## src/rtl/dbsl_pkg.sv

```systemverilog
// Package for the decaying bar segment layout block.
// Holds the shared types, register codes and fixed-point constants; no dependencies.
package dbsl_pkg;

	localparam int PADDR_W     = 4;
	localparam int PDATA_W     = 32;
	localparam int POS_W       = 13;
	localparam int SPAN_W      = 12;
	localparam int LEVEL_W     = 17;
	localparam int WORD_W      = 32;
	localparam int PROD_W      = 49;
	localparam int STEP_W      = 5;
	localparam int SHIFT_W     = 16;
	localparam int BARW_W      = 14;

	localparam logic [STEP_W-1:0]  FRAC_STEPS = 5'd16;
	localparam logic [STEP_W-1:0]  BAR_STEPS  = 5'd13;
	localparam logic [LEVEL_W-1:0] Q_ONE      = 17'd65536;
	localparam logic [PROD_W-1:0]  Q_HALF     = 49'd32768;
	localparam logic [BARW_W-1:0]  BARW_SAT   = 14'd8191;

	localparam logic [11:0] ORIGIN_RST = 12'd0;
	localparam logic [11:0] LENGTH_RST = 12'd100;
	localparam logic [15:0] ALPHA_RST  = 16'd63570;

	typedef enum logic [1:0] {
		REG_ORIGIN = 2'd0,
		REG_LENGTH = 2'd1,
		REG_ALPHA  = 2'd2
	} reg_idx_t;

	typedef struct packed {
		logic [11:0] origin;
		logic [11:0] length;
		logic [15:0] alpha;
	} cfg_t;

	typedef struct packed {
		logic                start;
		logic [STEP_W-1:0]   steps;
		logic [WORD_W-1:0]   divisor;
		logic [WORD_W-1:0]   rem_init;
		logic [SHIFT_W-1:0]  low_bits;
	} div_req_t;

	typedef struct packed {
		logic                done;
		logic [LEVEL_W-1:0]  quo;
	} div_rsp_t;

	typedef struct packed {
		logic [LEVEL_W-1:0] avg;
		logic [LEVEL_W-1:0] prev_avg;
		logic [POS_W-1:0]   prev_span;
		logic [POS_W-1:0]   prev_start;
	} fld_ent_t;

endpackage

```

## src/rtl/dbsl_regs.sv

```systemverilog
// Configuration registers of the bar layout block behind a small APB-style port.
// Depends on dbsl_pkg for the register codes, reset values and the cfg_t bundle.
module dbsl_regs import dbsl_pkg::*; (
	input  logic               clk,
	input  logic               arst_n,
	input  logic               psel,
	input  logic               penable,
	input  logic               pwrite,
	input  logic [PADDR_W-1:0] paddr,
	input  logic [PDATA_W-1:0] pwdata,
	output logic [PDATA_W-1:0] prdata,
	output logic               pready,
	output cfg_t               cfg
);

	cfg_t     cfg_q;
	reg_idx_t idx;
	logic     wr_en;

	assign pready = 1'b1;
	assign idx    = reg_idx_t'(paddr[3:2]);
	assign wr_en  = psel && penable && pwrite;
	assign cfg    = cfg_q;

	always_ff @(posedge clk or negedge arst_n) begin
		if (!arst_n) begin
			cfg_q.origin <= ORIGIN_RST;
			cfg_q.length <= LENGTH_RST;
			cfg_q.alpha  <= ALPHA_RST;
		end else if (wr_en) begin
			case (idx)
				REG_ORIGIN: begin
					cfg_q.origin <= pwdata[11:0];
				end
				REG_LENGTH: begin
					cfg_q.length <= pwdata[11:0];
				end
				REG_ALPHA: begin
					cfg_q.alpha <= pwdata[15:0];
				end
				default: begin
				end
			endcase
		end
	end

	always_comb begin
		case (idx)
			REG_ORIGIN: prdata = PDATA_W'(cfg_q.origin);
			REG_LENGTH: prdata = PDATA_W'(cfg_q.length);
			REG_ALPHA:  prdata = PDATA_W'(cfg_q.alpha);
			default:    prdata = '0;
		endcase
	end

endmodule

```

## src/rtl/dbsl_div.sv

```systemverilog
// Shared restoring divider, one quotient bit per cycle plus a final rounding step.
// Depends on dbsl_pkg for the request and response bundles.
module dbsl_div import dbsl_pkg::*; (
	input  logic     clk,
	input  logic     arst_n,
	input  div_req_t req,
	output div_rsp_t rsp
);

	logic [WORD_W-1:0]  rem_q;
	logic [WORD_W-1:0]  dvs_q;
	logic [SHIFT_W-1:0] sh_q;
	logic [LEVEL_W-1:0] quo_q;
	logic [STEP_W-1:0]  cnt_q;
	logic               run_q;
	logic               done_q;
	logic               shin;
	logic [WORD_W:0]    cat;
	logic [WORD_W:0]    diff;
	logic               ge;

	// The remainder always stays below the divisor, so a kept partial fits the word.
	assign shin = (cnt_q != '0) ? sh_q[SHIFT_W-1] : 1'b0;
	assign cat  = {rem_q, shin};
	assign ge   = (cat >= {1'b0, dvs_q});
	assign diff = cat - {1'b0, dvs_q};

	assign rsp.done = done_q;
	assign rsp.quo  = quo_q;

	always_ff @(posedge clk or negedge arst_n) begin
		if (!arst_n) begin
			run_q  <= 1'b0;
			done_q <= 1'b0;
			cnt_q  <= '0;
		end else begin
			done_q <= 1'b0;
			if (req.start) begin
				run_q <= 1'b1;
				cnt_q <= req.steps;
			end else if (run_q) begin
				if (cnt_q != '0) begin
					cnt_q <= cnt_q - 1'b1;
				end else begin
					run_q  <= 1'b0;
					done_q <= 1'b1;
				end
			end
		end
	end

	always_ff @(posedge clk) begin
		if (req.start) begin
			rem_q <= req.rem_init;
			dvs_q <= req.divisor;
			sh_q  <= req.low_bits;
			quo_q <= '0;
		end else if (run_q) begin
			if (cnt_q != '0) begin
				rem_q <= ge ? diff[WORD_W-1:0] : cat[WORD_W-1:0];
				sh_q  <= {sh_q[SHIFT_W-2:0], 1'b0};
				quo_q <= {quo_q[LEVEL_W-2:0], ge};
			end else begin
				quo_q <= quo_q + LEVEL_W'(ge);
			end
		end
	end

endmodule

```

## src/rtl/decaying_bar_segment_layout.sv

```systemverilog
// Decaying segmented bar layout: one field per request, two bar segments per result.
// A request with a nonzero total is worked through by the shared divider (fraction, then bar
// width; each division is skipped when saturated), then the average update and output register.
// One request is taken at a time: the next is accepted only after the last result is registered.
// Reset is asynchronous and active low; it loads the register defaults and marks every
// per-field entry as zero. Depends on dbsl_pkg, dbsl_regs and dbsl_div.
module decaying_bar_segment_layout import dbsl_pkg::*; #(
	parameter int MAX_FIELDS = 8
) (
	input  logic               clk,
	input  logic               arst_n,
	input  logic               psel,
	input  logic               penable,
	input  logic               pwrite,
	input  logic [PADDR_W-1:0] paddr,
	input  logic [PDATA_W-1:0] pwdata,
	output logic [PDATA_W-1:0] prdata,
	output logic               pready,
	input  logic               in_valid,
	output logic               in_ready,
	input  logic [31:0]        field_value,
	input  logic [31:0]        sample_total,
	input  logic               force_redraw,
	input  logic               last_field,
	output logic               out_valid,
	input  logic               out_ready,
	output logic [2:0]         field_index,
	output logic [12:0]        bar_start,
	output logic [11:0]        bar_span,
	output logic [12:0]        avg_start,
	output logic [11:0]        avg_span,
	output logic [16:0]        avg_level,
	output logic               draw_bar,
	output logic               draw_avg,
	output logic               end_of_sample
);

	localparam int SLOT_W = (MAX_FIELDS > 1) ? $clog2(MAX_FIELDS) : 1;
	localparam logic [SLOT_W-1:0] SLOT_MAX = SLOT_W'(MAX_FIELDS - 1);

	typedef enum logic [10:0] {
		S_IDLE  = 11'h001,
		S_MULV  = 11'h002,
		S_FWAIT = 11'h004,
		S_BDIV  = 11'h008,
		S_BWAIT = 11'h010,
		S_MA    = 11'h020,
		S_MB    = 11'h040,
		S_MC    = 11'h080,
		S_MW    = 11'h100,
		S_FIN   = 11'h200,
		S_SPARE = 11'h400
	} state_t;

	cfg_t     cfg;
	div_req_t div_req;
	div_rsp_t div_rsp;
	state_t   state_q;

	logic               busy_q;
	logic               seeding_q;
	logic [SLOT_W-1:0]  slot_q;
	logic [SLOT_W-1:0]  s_q;
	logic [POS_W-1:0]   cur_pos_q;
	logic [POS_W-1:0]   avg_pos_q;
	logic [POS_W-1:0]   x_q;
	logic [POS_W-1:0]   dx_q;
	logic               out_valid_q;
	logic [MAX_FIELDS-1:0] vld_q;

	logic [WORD_W-1:0]  val_q;
	logic [WORD_W-1:0]  tot_q;
	logic               frc_q;
	logic               last_q;
	logic [PROD_W-1:0]  prod_q;
	logic [LEVEL_W-1:0] frac_q;
	logic [BARW_W-1:0]  bw_q;
	logic [LEVEL_W-1:0] avg_q;

	fld_ent_t           mem [MAX_FIELDS];
	fld_ent_t           rd_q;
	logic               rd_vld_q;
	fld_ent_t           ent;
	fld_ent_t           ent_new;

	logic [2:0]         idx_q;
	logic [POS_W-1:0]   bar_start_q;
	logic [SPAN_W-1:0]  bar_span_q;
	logic [POS_W-1:0]   avg_start_q;
	logic [SPAN_W-1:0]  avg_span_q;
	logic [LEVEL_W-1:0] avg_lvl_q;
	logic               draw_bar_q;
	logic               draw_avg_q;
	logic               eos_q;

	logic               in_acc;
	logic               out_free;
	logic               fin_go;
	logic               v_ge_t;
	logic               bsat;
	logic [LEVEL_W-1:0] mul_a;
	logic [WORD_W-1:0]  mul_b;
	logic [PROD_W-1:0]  mul_p;
	logic [LEVEL_W-1:0] old_avg;
	logic [PROD_W-1:0]  rnd_sum;
	logic [LEVEL_W-1:0] avg_rnd;
	logic [POS_W-1:0]   end_pos;
	logic [POS_W-1:0]   room_b;
	logic [POS_W-1:0]   room_a;
	logic [POS_W-1:0]   tw;
	logic [POS_W-1:0]   dw_raw;
	logic [POS_W-1:0]   dw;
	logic               dbar;
	logic               davg;
	logic [SLOT_W+2:0]  s_ext;

	dbsl_regs u_regs (
		.clk     (clk),
		.arst_n  (arst_n),
		.psel    (psel),
		.penable (penable),
		.pwrite  (pwrite),
		.paddr   (paddr),
		.pwdata  (pwdata),
		.prdata  (prdata),
		.pready  (pready),
		.cfg     (cfg)
	);

	dbsl_div u_div (
		.clk    (clk),
		.arst_n (arst_n),
		.req    (div_req),
		.rsp    (div_rsp)
	);

	assign in_ready = (state_q == S_IDLE);
	assign in_acc   = in_valid && in_ready;
	assign out_free = !out_valid_q || out_ready;
	assign fin_go   = (state_q == S_FIN) && out_free;
	assign v_ge_t   = (val_q >= tot_q);
	assign bsat     = ({1'b0, prod_q[43:13]} >= tot_q);

	always_comb begin
		div_req.start    = ((state_q == S_MULV) && !v_ge_t) || ((state_q == S_BDIV) && !bsat);
		div_req.divisor  = tot_q;
		if (state_q == S_MULV) begin
			div_req.steps    = FRAC_STEPS;
			div_req.rem_init = val_q;
			div_req.low_bits = '0;
		end else begin
			div_req.steps    = BAR_STEPS;
			div_req.rem_init = {1'b0, prod_q[43:13]};
			div_req.low_bits = {prod_q[12:0], 3'b000};
		end
	end

	assign ent     = rd_vld_q ? rd_q : '0;
	assign old_avg = seeding_q ? frac_q : ent.avg;

	always_comb begin
		case (state_q)
			S_MULV: begin
				mul_a = LEVEL_W'(cfg.length);
				mul_b = val_q;
			end
			S_MA: begin
				mul_a = old_avg;
				mul_b = WORD_W'(cfg.alpha);
			end
			S_MB: begin
				mul_a = Q_ONE - LEVEL_W'(cfg.alpha);
				mul_b = WORD_W'(frac_q);
			end
			S_MW: begin
				mul_a = LEVEL_W'(cfg.length);
				mul_b = WORD_W'(avg_q);
			end
			default: begin
				mul_a = '0;
				mul_b = '0;
			end
		endcase
	end

	assign mul_p   = PROD_W'(mul_a) * PROD_W'(mul_b);
	assign rnd_sum = prod_q + Q_HALF;
	assign avg_rnd = (rnd_sum[PROD_W-1:16] > (PROD_W-16)'(Q_ONE)) ? Q_ONE
	                 : rnd_sum[32:16];

	assign end_pos = POS_W'(cfg.origin) + POS_W'(cfg.length);
	assign room_b  = (end_pos > x_q) ? end_pos - x_q : '0;
	assign room_a  = (end_pos > dx_q) ? end_pos - dx_q : '0;
	assign tw      = (last_q || (bw_q > BARW_W'(room_b))) ? room_b : bw_q[POS_W-1:0];
	assign dw_raw  = rnd_sum[28:16];
	assign dw      = (last_q || (dw_raw > room_a)) ? room_a : dw_raw;
	assign dbar    = frc_q || (tw != ent.prev_span) || (x_q != ent.prev_start);
	assign davg    = frc_q || (avg_q != ent.prev_avg);
	assign s_ext   = (SLOT_W+3)'(s_q);

	always_comb begin
		ent_new.avg        = avg_q;
		ent_new.prev_avg   = davg ? avg_q : ent.prev_avg;
		ent_new.prev_span  = dbar ? tw : ent.prev_span;
		ent_new.prev_start = dbar ? x_q : ent.prev_start;
	end

	always_ff @(posedge clk or negedge arst_n) begin
		if (!arst_n) begin
			state_q     <= S_IDLE;
			busy_q      <= 1'b0;
			seeding_q   <= 1'b1;
			slot_q      <= '0;
			s_q         <= '0;
			cur_pos_q   <= '0;
			avg_pos_q   <= '0;
			x_q         <= '0;
			dx_q        <= '0;
			out_valid_q <= 1'b0;
			vld_q       <= '0;
		end else begin
			if (fin_go) begin
				out_valid_q <= 1'b1;
			end else if (out_ready) begin
				out_valid_q <= 1'b0;
			end
			case (state_q)
				S_IDLE: begin
					if (in_acc && (sample_total != '0)) begin
						state_q   <= S_MULV;
						busy_q    <= 1'b1;
						x_q       <= busy_q ? cur_pos_q : POS_W'(cfg.origin);
						dx_q      <= busy_q ? avg_pos_q : POS_W'(cfg.origin);
						s_q       <= busy_q ? slot_q : '0;
					end
				end
				S_MULV: begin
					state_q <= v_ge_t ? S_BDIV : S_FWAIT;
				end
				S_FWAIT: begin
					if (div_rsp.done) begin
						state_q <= S_BDIV;
					end
				end
				S_BDIV: begin
					state_q <= bsat ? S_MA : S_BWAIT;
				end
				S_BWAIT: begin
					if (div_rsp.done) begin
						state_q <= S_MA;
					end
				end
				S_MA: begin
					state_q <= S_MB;
				end
				S_MB: begin
					state_q <= S_MC;
				end
				S_MC: begin
					state_q <= S_MW;
				end
				S_MW: begin
					state_q <= S_FIN;
				end
				S_FIN: begin
					if (out_free) begin
						state_q   <= S_IDLE;
						vld_q[s_q] <= 1'b1;
						if (last_q) begin
							seeding_q <= 1'b0;
							busy_q    <= 1'b0;
							slot_q    <= '0;
							cur_pos_q <= POS_W'(cfg.origin);
							avg_pos_q <= POS_W'(cfg.origin);
						end else begin
							slot_q    <= (s_q < SLOT_MAX) ? s_q + 1'b1 : s_q;
							cur_pos_q <= x_q + tw;
							avg_pos_q <= dx_q + dw;
						end
					end
				end
				default: begin
					state_q <= S_IDLE;
				end
			endcase
		end
	end

	always_ff @(posedge clk) begin
		if (in_acc) begin
			val_q  <= field_value;
			tot_q  <= sample_total;
			frc_q  <= force_redraw;
			last_q <= last_field;
		end
		case (state_q)
			S_MULV: begin
				prod_q <= mul_p;
				if (v_ge_t) begin
					frac_q <= Q_ONE;
				end
			end
			S_FWAIT: begin
				if (div_rsp.done) begin
					frac_q <= div_rsp.quo;
				end
			end
			S_BDIV: begin
				if (bsat) begin
					bw_q <= BARW_SAT;
				end
			end
			S_BWAIT: begin
				if (div_rsp.done) begin
					bw_q <= div_rsp.quo[BARW_W-1:0];
				end
			end
			S_MA: begin
				prod_q <= mul_p;
			end
			S_MB: begin
				prod_q <= prod_q + mul_p;
			end
			S_MC: begin
				avg_q <= avg_rnd;
			end
			S_MW: begin
				prod_q <= mul_p;
			end
			default: begin
			end
		endcase
		if (fin_go) begin
			idx_q       <= s_ext[2:0];
			bar_start_q <= x_q;
			bar_span_q  <= tw[SPAN_W-1:0];
			avg_start_q <= dx_q;
			avg_span_q  <= dw[SPAN_W-1:0];
			avg_lvl_q   <= avg_q;
			draw_bar_q  <= dbar;
			draw_avg_q  <= davg;
			eos_q       <= last_q;
		end
	end

	always_ff @(posedge clk) begin
		if (fin_go) begin
			mem[s_q] <= ent_new;
		end
		rd_q     <= mem[s_q];
		rd_vld_q <= vld_q[s_q];
	end

	assign out_valid     = out_valid_q;
	assign field_index   = idx_q;
	assign bar_start     = bar_start_q;
	assign bar_span      = bar_span_q;
	assign avg_start     = avg_start_q;
	assign avg_span      = avg_span_q;
	assign avg_level     = avg_lvl_q;
	assign draw_bar      = draw_bar_q;
	assign draw_avg      = draw_avg_q;
	assign end_of_sample = eos_q;

`ifndef SYNTHESIS
	a_fin_out: assert property (@(posedge clk) disable iff (!arst_n)
		fin_go |=> out_valid_q)
		else $error("finished request did not reach the output register");

	a_div_done: assert property (@(posedge clk) disable iff (!arst_n)
		div_rsp.done |-> (state_q == S_FWAIT || state_q == S_BWAIT))
		else $error("divider finished outside a wait state");

	a_slot_idle: assert property (@(posedge clk) disable iff (!arst_n)
		!busy_q |-> (slot_q == '0))
		else $error("slot not cleared outside a sample");

	a_level: assert property (@(posedge clk) disable iff (!arst_n)
		out_valid_q |-> (avg_lvl_q <= Q_ONE))
		else $error("average level above one");

	a_skip: assert property (@(posedge clk) disable iff (!arst_n)
		(in_acc && (sample_total == '0)) |=> (state_q == S_IDLE))
		else $error("request with zero total was processed");
`endif

endmodule

```

## config.mk

```make
export PLATFORM = sky130hd
export DESIGN_NAME = decaying_bar_segment_layout
export DESIGN_NICKNAME = d
export VERILOG_FILES = /design/src/rtl/dbsl_pkg.sv /design/src/rtl/dbsl_regs.sv /design/src/rtl/dbsl_div.sv /design/src/rtl/decaying_bar_segment_layout.sv
export SDC_FILE = /design/constraint.sdc
export NUM_CORES = 2
export LEC_CHECK = 0
export CORE_AREA = 3 3 265 462
export CTS_CLUSTER_DIAMETER = 50
export DETAILED_ROUTE_END_ITERATION = 10
export DIE_AREA = 0 0 268 465
export DONT_BUFFER_PORTS = 1
export PLACE_DENSITY = 0.7
export SYNTH_ARGS = -nofsm -noshare
export SYNTH_HDL_FRONTEND = slang
export SYNTH_HIERARCHICAL = 1
export SYNTH_SLANG_ARGS = --single-unit
```

## constraint.sdc

```tcl
create_clock -name clk -period 30.2 [get_ports clk]
set_input_delay 0 -clock clk [delete_from_list [all_inputs] [get_ports clk]]
set_output_delay 0 -clock clk [all_outputs]
set_load 0.02 [all_outputs]
```

==> impl_results.md <==
- Status: finished clean
- Drt pass-1 iters: 7
- Nets: 7,090
- Root buffer cell: clkbuf_16
- Max Clk Rate: 0.07610 GHz
- Post-cts resize count: 0
- Layout cells sized above 1: 7.241%
- Worst Setup End Kind: register
- Die area: 124,600 um2
- Worst Tran Pin Value: 1.223 ns
- H-Tree Depth: 3
- Pin count of the biggest net entering global routing: 105
- Synth Cell Area: 65,200 um2
- Die height: 465 um
- Congestion Overflow GR: 0
- RSZ-0062 raised after global routing: no
- Relative slew slack: 18.45%
- Reg2reg path depth: 39
- Top_reg_cell synth: edfxtp_1
- Crit path max-delay cell type: nor2_1
- Total CTS buffers: 94
- Reg clk slew, reported paths: 0.07 ns
- First-pass GRT wire length: 297.1 mm
- Multi-input logic area: 33,120 um2
- Die W: roughly 270 um
- Setup TNS: 0 ns
- Max rail drop VDD: 0.0002042 V
- Power, Total: around 5800 uW
- Wire per inst: 25.66 um
- CTS tree: yes
- Number of distinct library cells after synthesis: 97
- Cell mode on critical path: fa_1
- Post-Layout Cell Count: approximately 7,800
- IO Port Bufs: 0
- Iteration-0 DRC Markers: 4,350
- Worst-skew pair later-pin latency: slightly above 0.7 ns
- Worst Skew: 0.04681 ns
- # DRC: 0
- Share of the yosys chip area belonging to registers: 43.91%
- Max clock buf depth: 3
- Async SR Flop Fraction: roughly an eighth
- CP required: between 30 and 40 ns
- Area delta synth->final: 10.60%
- Core footprint: between 100,000 and 150,000 um2
- Hold Violations, Final: 0
- Tcrit/Tclk final: 43.51%
- Critical path arrival: 13.59 ns
- # fillers: roughly 9,600
- # IOs: 217
- Number of synthesized register bits: around 1,000
- CP Launch Type: register
- Row count: 167
- Final WL: 199.4 mm
- Initial antenna violation count: 9
- Antenna violation net count after detailed routing: 0
- DP Wirelength: 144.4 mm
- Placed Cells: 7,416
- Syn avg cell area: 10.83 um2
- Via count: 48,050
- Gpl congestion: around 0.99
- Worst Setup Path Type: reg -> reg
- CP max stage delay: 1.05 ns
- Synth warn: 6
- CTS sink count: 1,000
- Pwr Density: approximately 80 nW/um2
- Worst min path class: in -> reg
- Final Setup Violations: 0
- Vias in the first global route: 50,040
- CP Max Fanout: 32
- Tmin final: 13.14 ns
- Starting Density: 54.84%
- GR Util All Layers: around a third
- FF+latch area: 28,630 um2
- Max Slew Vio Count: 0
- EDFF count, synth: 796
- Avg Vias per Cell: 6.182
- Hold Path Depth: 2
- Pleak: between 0.02 and 0.03 uW
- Post-Synthesis Cells: 6,020
- Setup bufs post-CTS: 0
- Max-Cap Viols: 0
[critical path: cells and delay by family, from the launching register on]
kind                     cells  cell delay, ns
AO/OA/AOI/OAI               18            4.48
adder cells (fa/ha/maj)      8            4.00
XOR/XNOR                     2            0.49
flip-flops                   1            0.32
AND/OR/NAND/NOR              6            2.31
buffers and inverters        5            1.23
[final timing paths]
kind / startpoint / to / slack [ns]
setup / recovery: rd_vld_q / prod_q[36] / 17.06
hold / removal: pwdata[2] / u_regs/cfg[30] / 0.12
setup reg to reg: rd_vld_q / prod_q[36] / 17.06
hold reg to reg: tot_q[14] / u_div/dvs_q[14] / 0.43
max in group asynchronous: arst_n / u_div/cnt_q[3] / 28.96
min in group asynchronous: arst_n / state_q[1] / 0.39
[state kept, by name, summed over array words and instances, names as in the netlist, 32 cells and up]
name / cells
mem: 480
u_div/dvs_q: 32
prod_q: 49
rd_q: 60
val_q: 32
tot_q: 32
u_div/rem_q: 32
u_regs/cfg: 40
[logic make-up after synthesis]
group           after synthesis  synth area share, %
buf+inv                    1040                6.165
other cells                   4              0.02302
compound gates             1192                12.28
mux                          98                1.702
xor+xnor                    216                2.901
simple gates               1649                12.00
flops                      1000                43.91
fa+ha+maj                   821                21.00
[power by group]
| group | internal (uW) | switching [uW] | total (uW) |
|---|---|---|---|
| sequential | 1760 | 200 | 1960 |
| clock | 678 | 562 | 1240 |
| combinational | 976 | 1610 | 2580 |
[per-stage QoR]
stage | worst slack [ns] | utilization, % | cell area, um2 | hold WS [ns]
after floorplan | 20.02 | - | 65550 | -0.2956
after detailed placement | 17.34 | 56.44 | 67110 | -0.2874
after global placement | 17.34 | 56.44 | 67110 | -0.2915
after global routing | 16.50 | 60.64 | 72100 | 0.1049
final | 17.06 | 60.65 | 72110 | 0.1244
after CTS | 17.23 | 60.64 | 72090 | 0.06175
[cells in the mapped netlist, types with 15 or more instances]
cell type | instances | share of area [%]
buf_1 | 16 | 0.092
nor3b_1 | 20 | 0.23
a21o_1 | 113 | 1.3
nand2b_1 | 53 | 0.51
or3_1 | 18 | 0.17
and3_1 | 42 | 0.40
a31oi_1 | 17 | 0.16
xnor2_1 | 130 | 1.7
nor2b_1 | 64 | 0.61
clkbuf_1 | 259 | 1.5
mux2i_1 | 28 | 0.43
fa_1 | 456 | 14
or2_2 | 33 | 0.32
a211oi_1 | 41 | 0.47
nand2_1 | 666 | 3.8
nor2_1 | 318 | 1.8
inv_1 | 725 | 4.2
edfxtp_1 | 796 | 37
o311ai_0 | 18 | 0.24
o21bai_1 | 27 | 0.31
dfrtp_1 | 113 | 4.3
buf_4 | 20 | 0.23
a221o_1 | 18 | 0.28
o21a_1 | 32 | 0.37
xor2_1 | 86 | 1.2
and2_1 | 105 | 1.0
nand3_1 | 92 | 0.71
o21ai_0 | 222 | 1.7
o21ai_1 | 15 | 0.12
nor3_1 | 41 | 0.31
mux2_2 | 58 | 1.0
a21oi_1 | 237 | 1.8
a22oi_1 | 293 | 3.4
nand4_1 | 111 | 1.1
nand3b_1 | 29 | 0.33
ha_1 | 365 | 7.0
dfxtp_1 | 78 | 2.4
nor4_1 | 27 | 0.26
[cells in the final DEF, fill, tap and decap left out, types with 130 or more instances in the layout]
cell	instances
nand2_1	666
ha_1	365
edfxtp_1	796
fa_1	456
a22oi_1	293
o21ai_0	221
xnor2_1	130
dlygate4sd3_1	167
nor2_1	317
a21oi_1	235
inv_1	724
[layer usage]
metal	up-vias	GRT usage [%]	share of wire, %
li1	21090	-	-
met1	23790	33.59	32
met2	2325	55.57	49
met3	838	5.426	7.5
met4	2	28.47	11
met5	-	0	0.0060
[cell type report]
class                      count  share of cell area [%]
antenna                        9                 0.03123
clock buffer                 119                   3.550
clock inverter                59                  0.9681
inverter                     727                   3.788
multi-input combinational   4072                   45.92
sequential                  1000                   39.71
tap                         1521                   2.639
timing repair buffer         265                   3.394
[what timing repair did]
item,in CTS,in global routing
hold endpoints to repair,236,0
hold buffers,169,0
setup endpoints to repair,0,0
(Power assumes the default switching activity.)
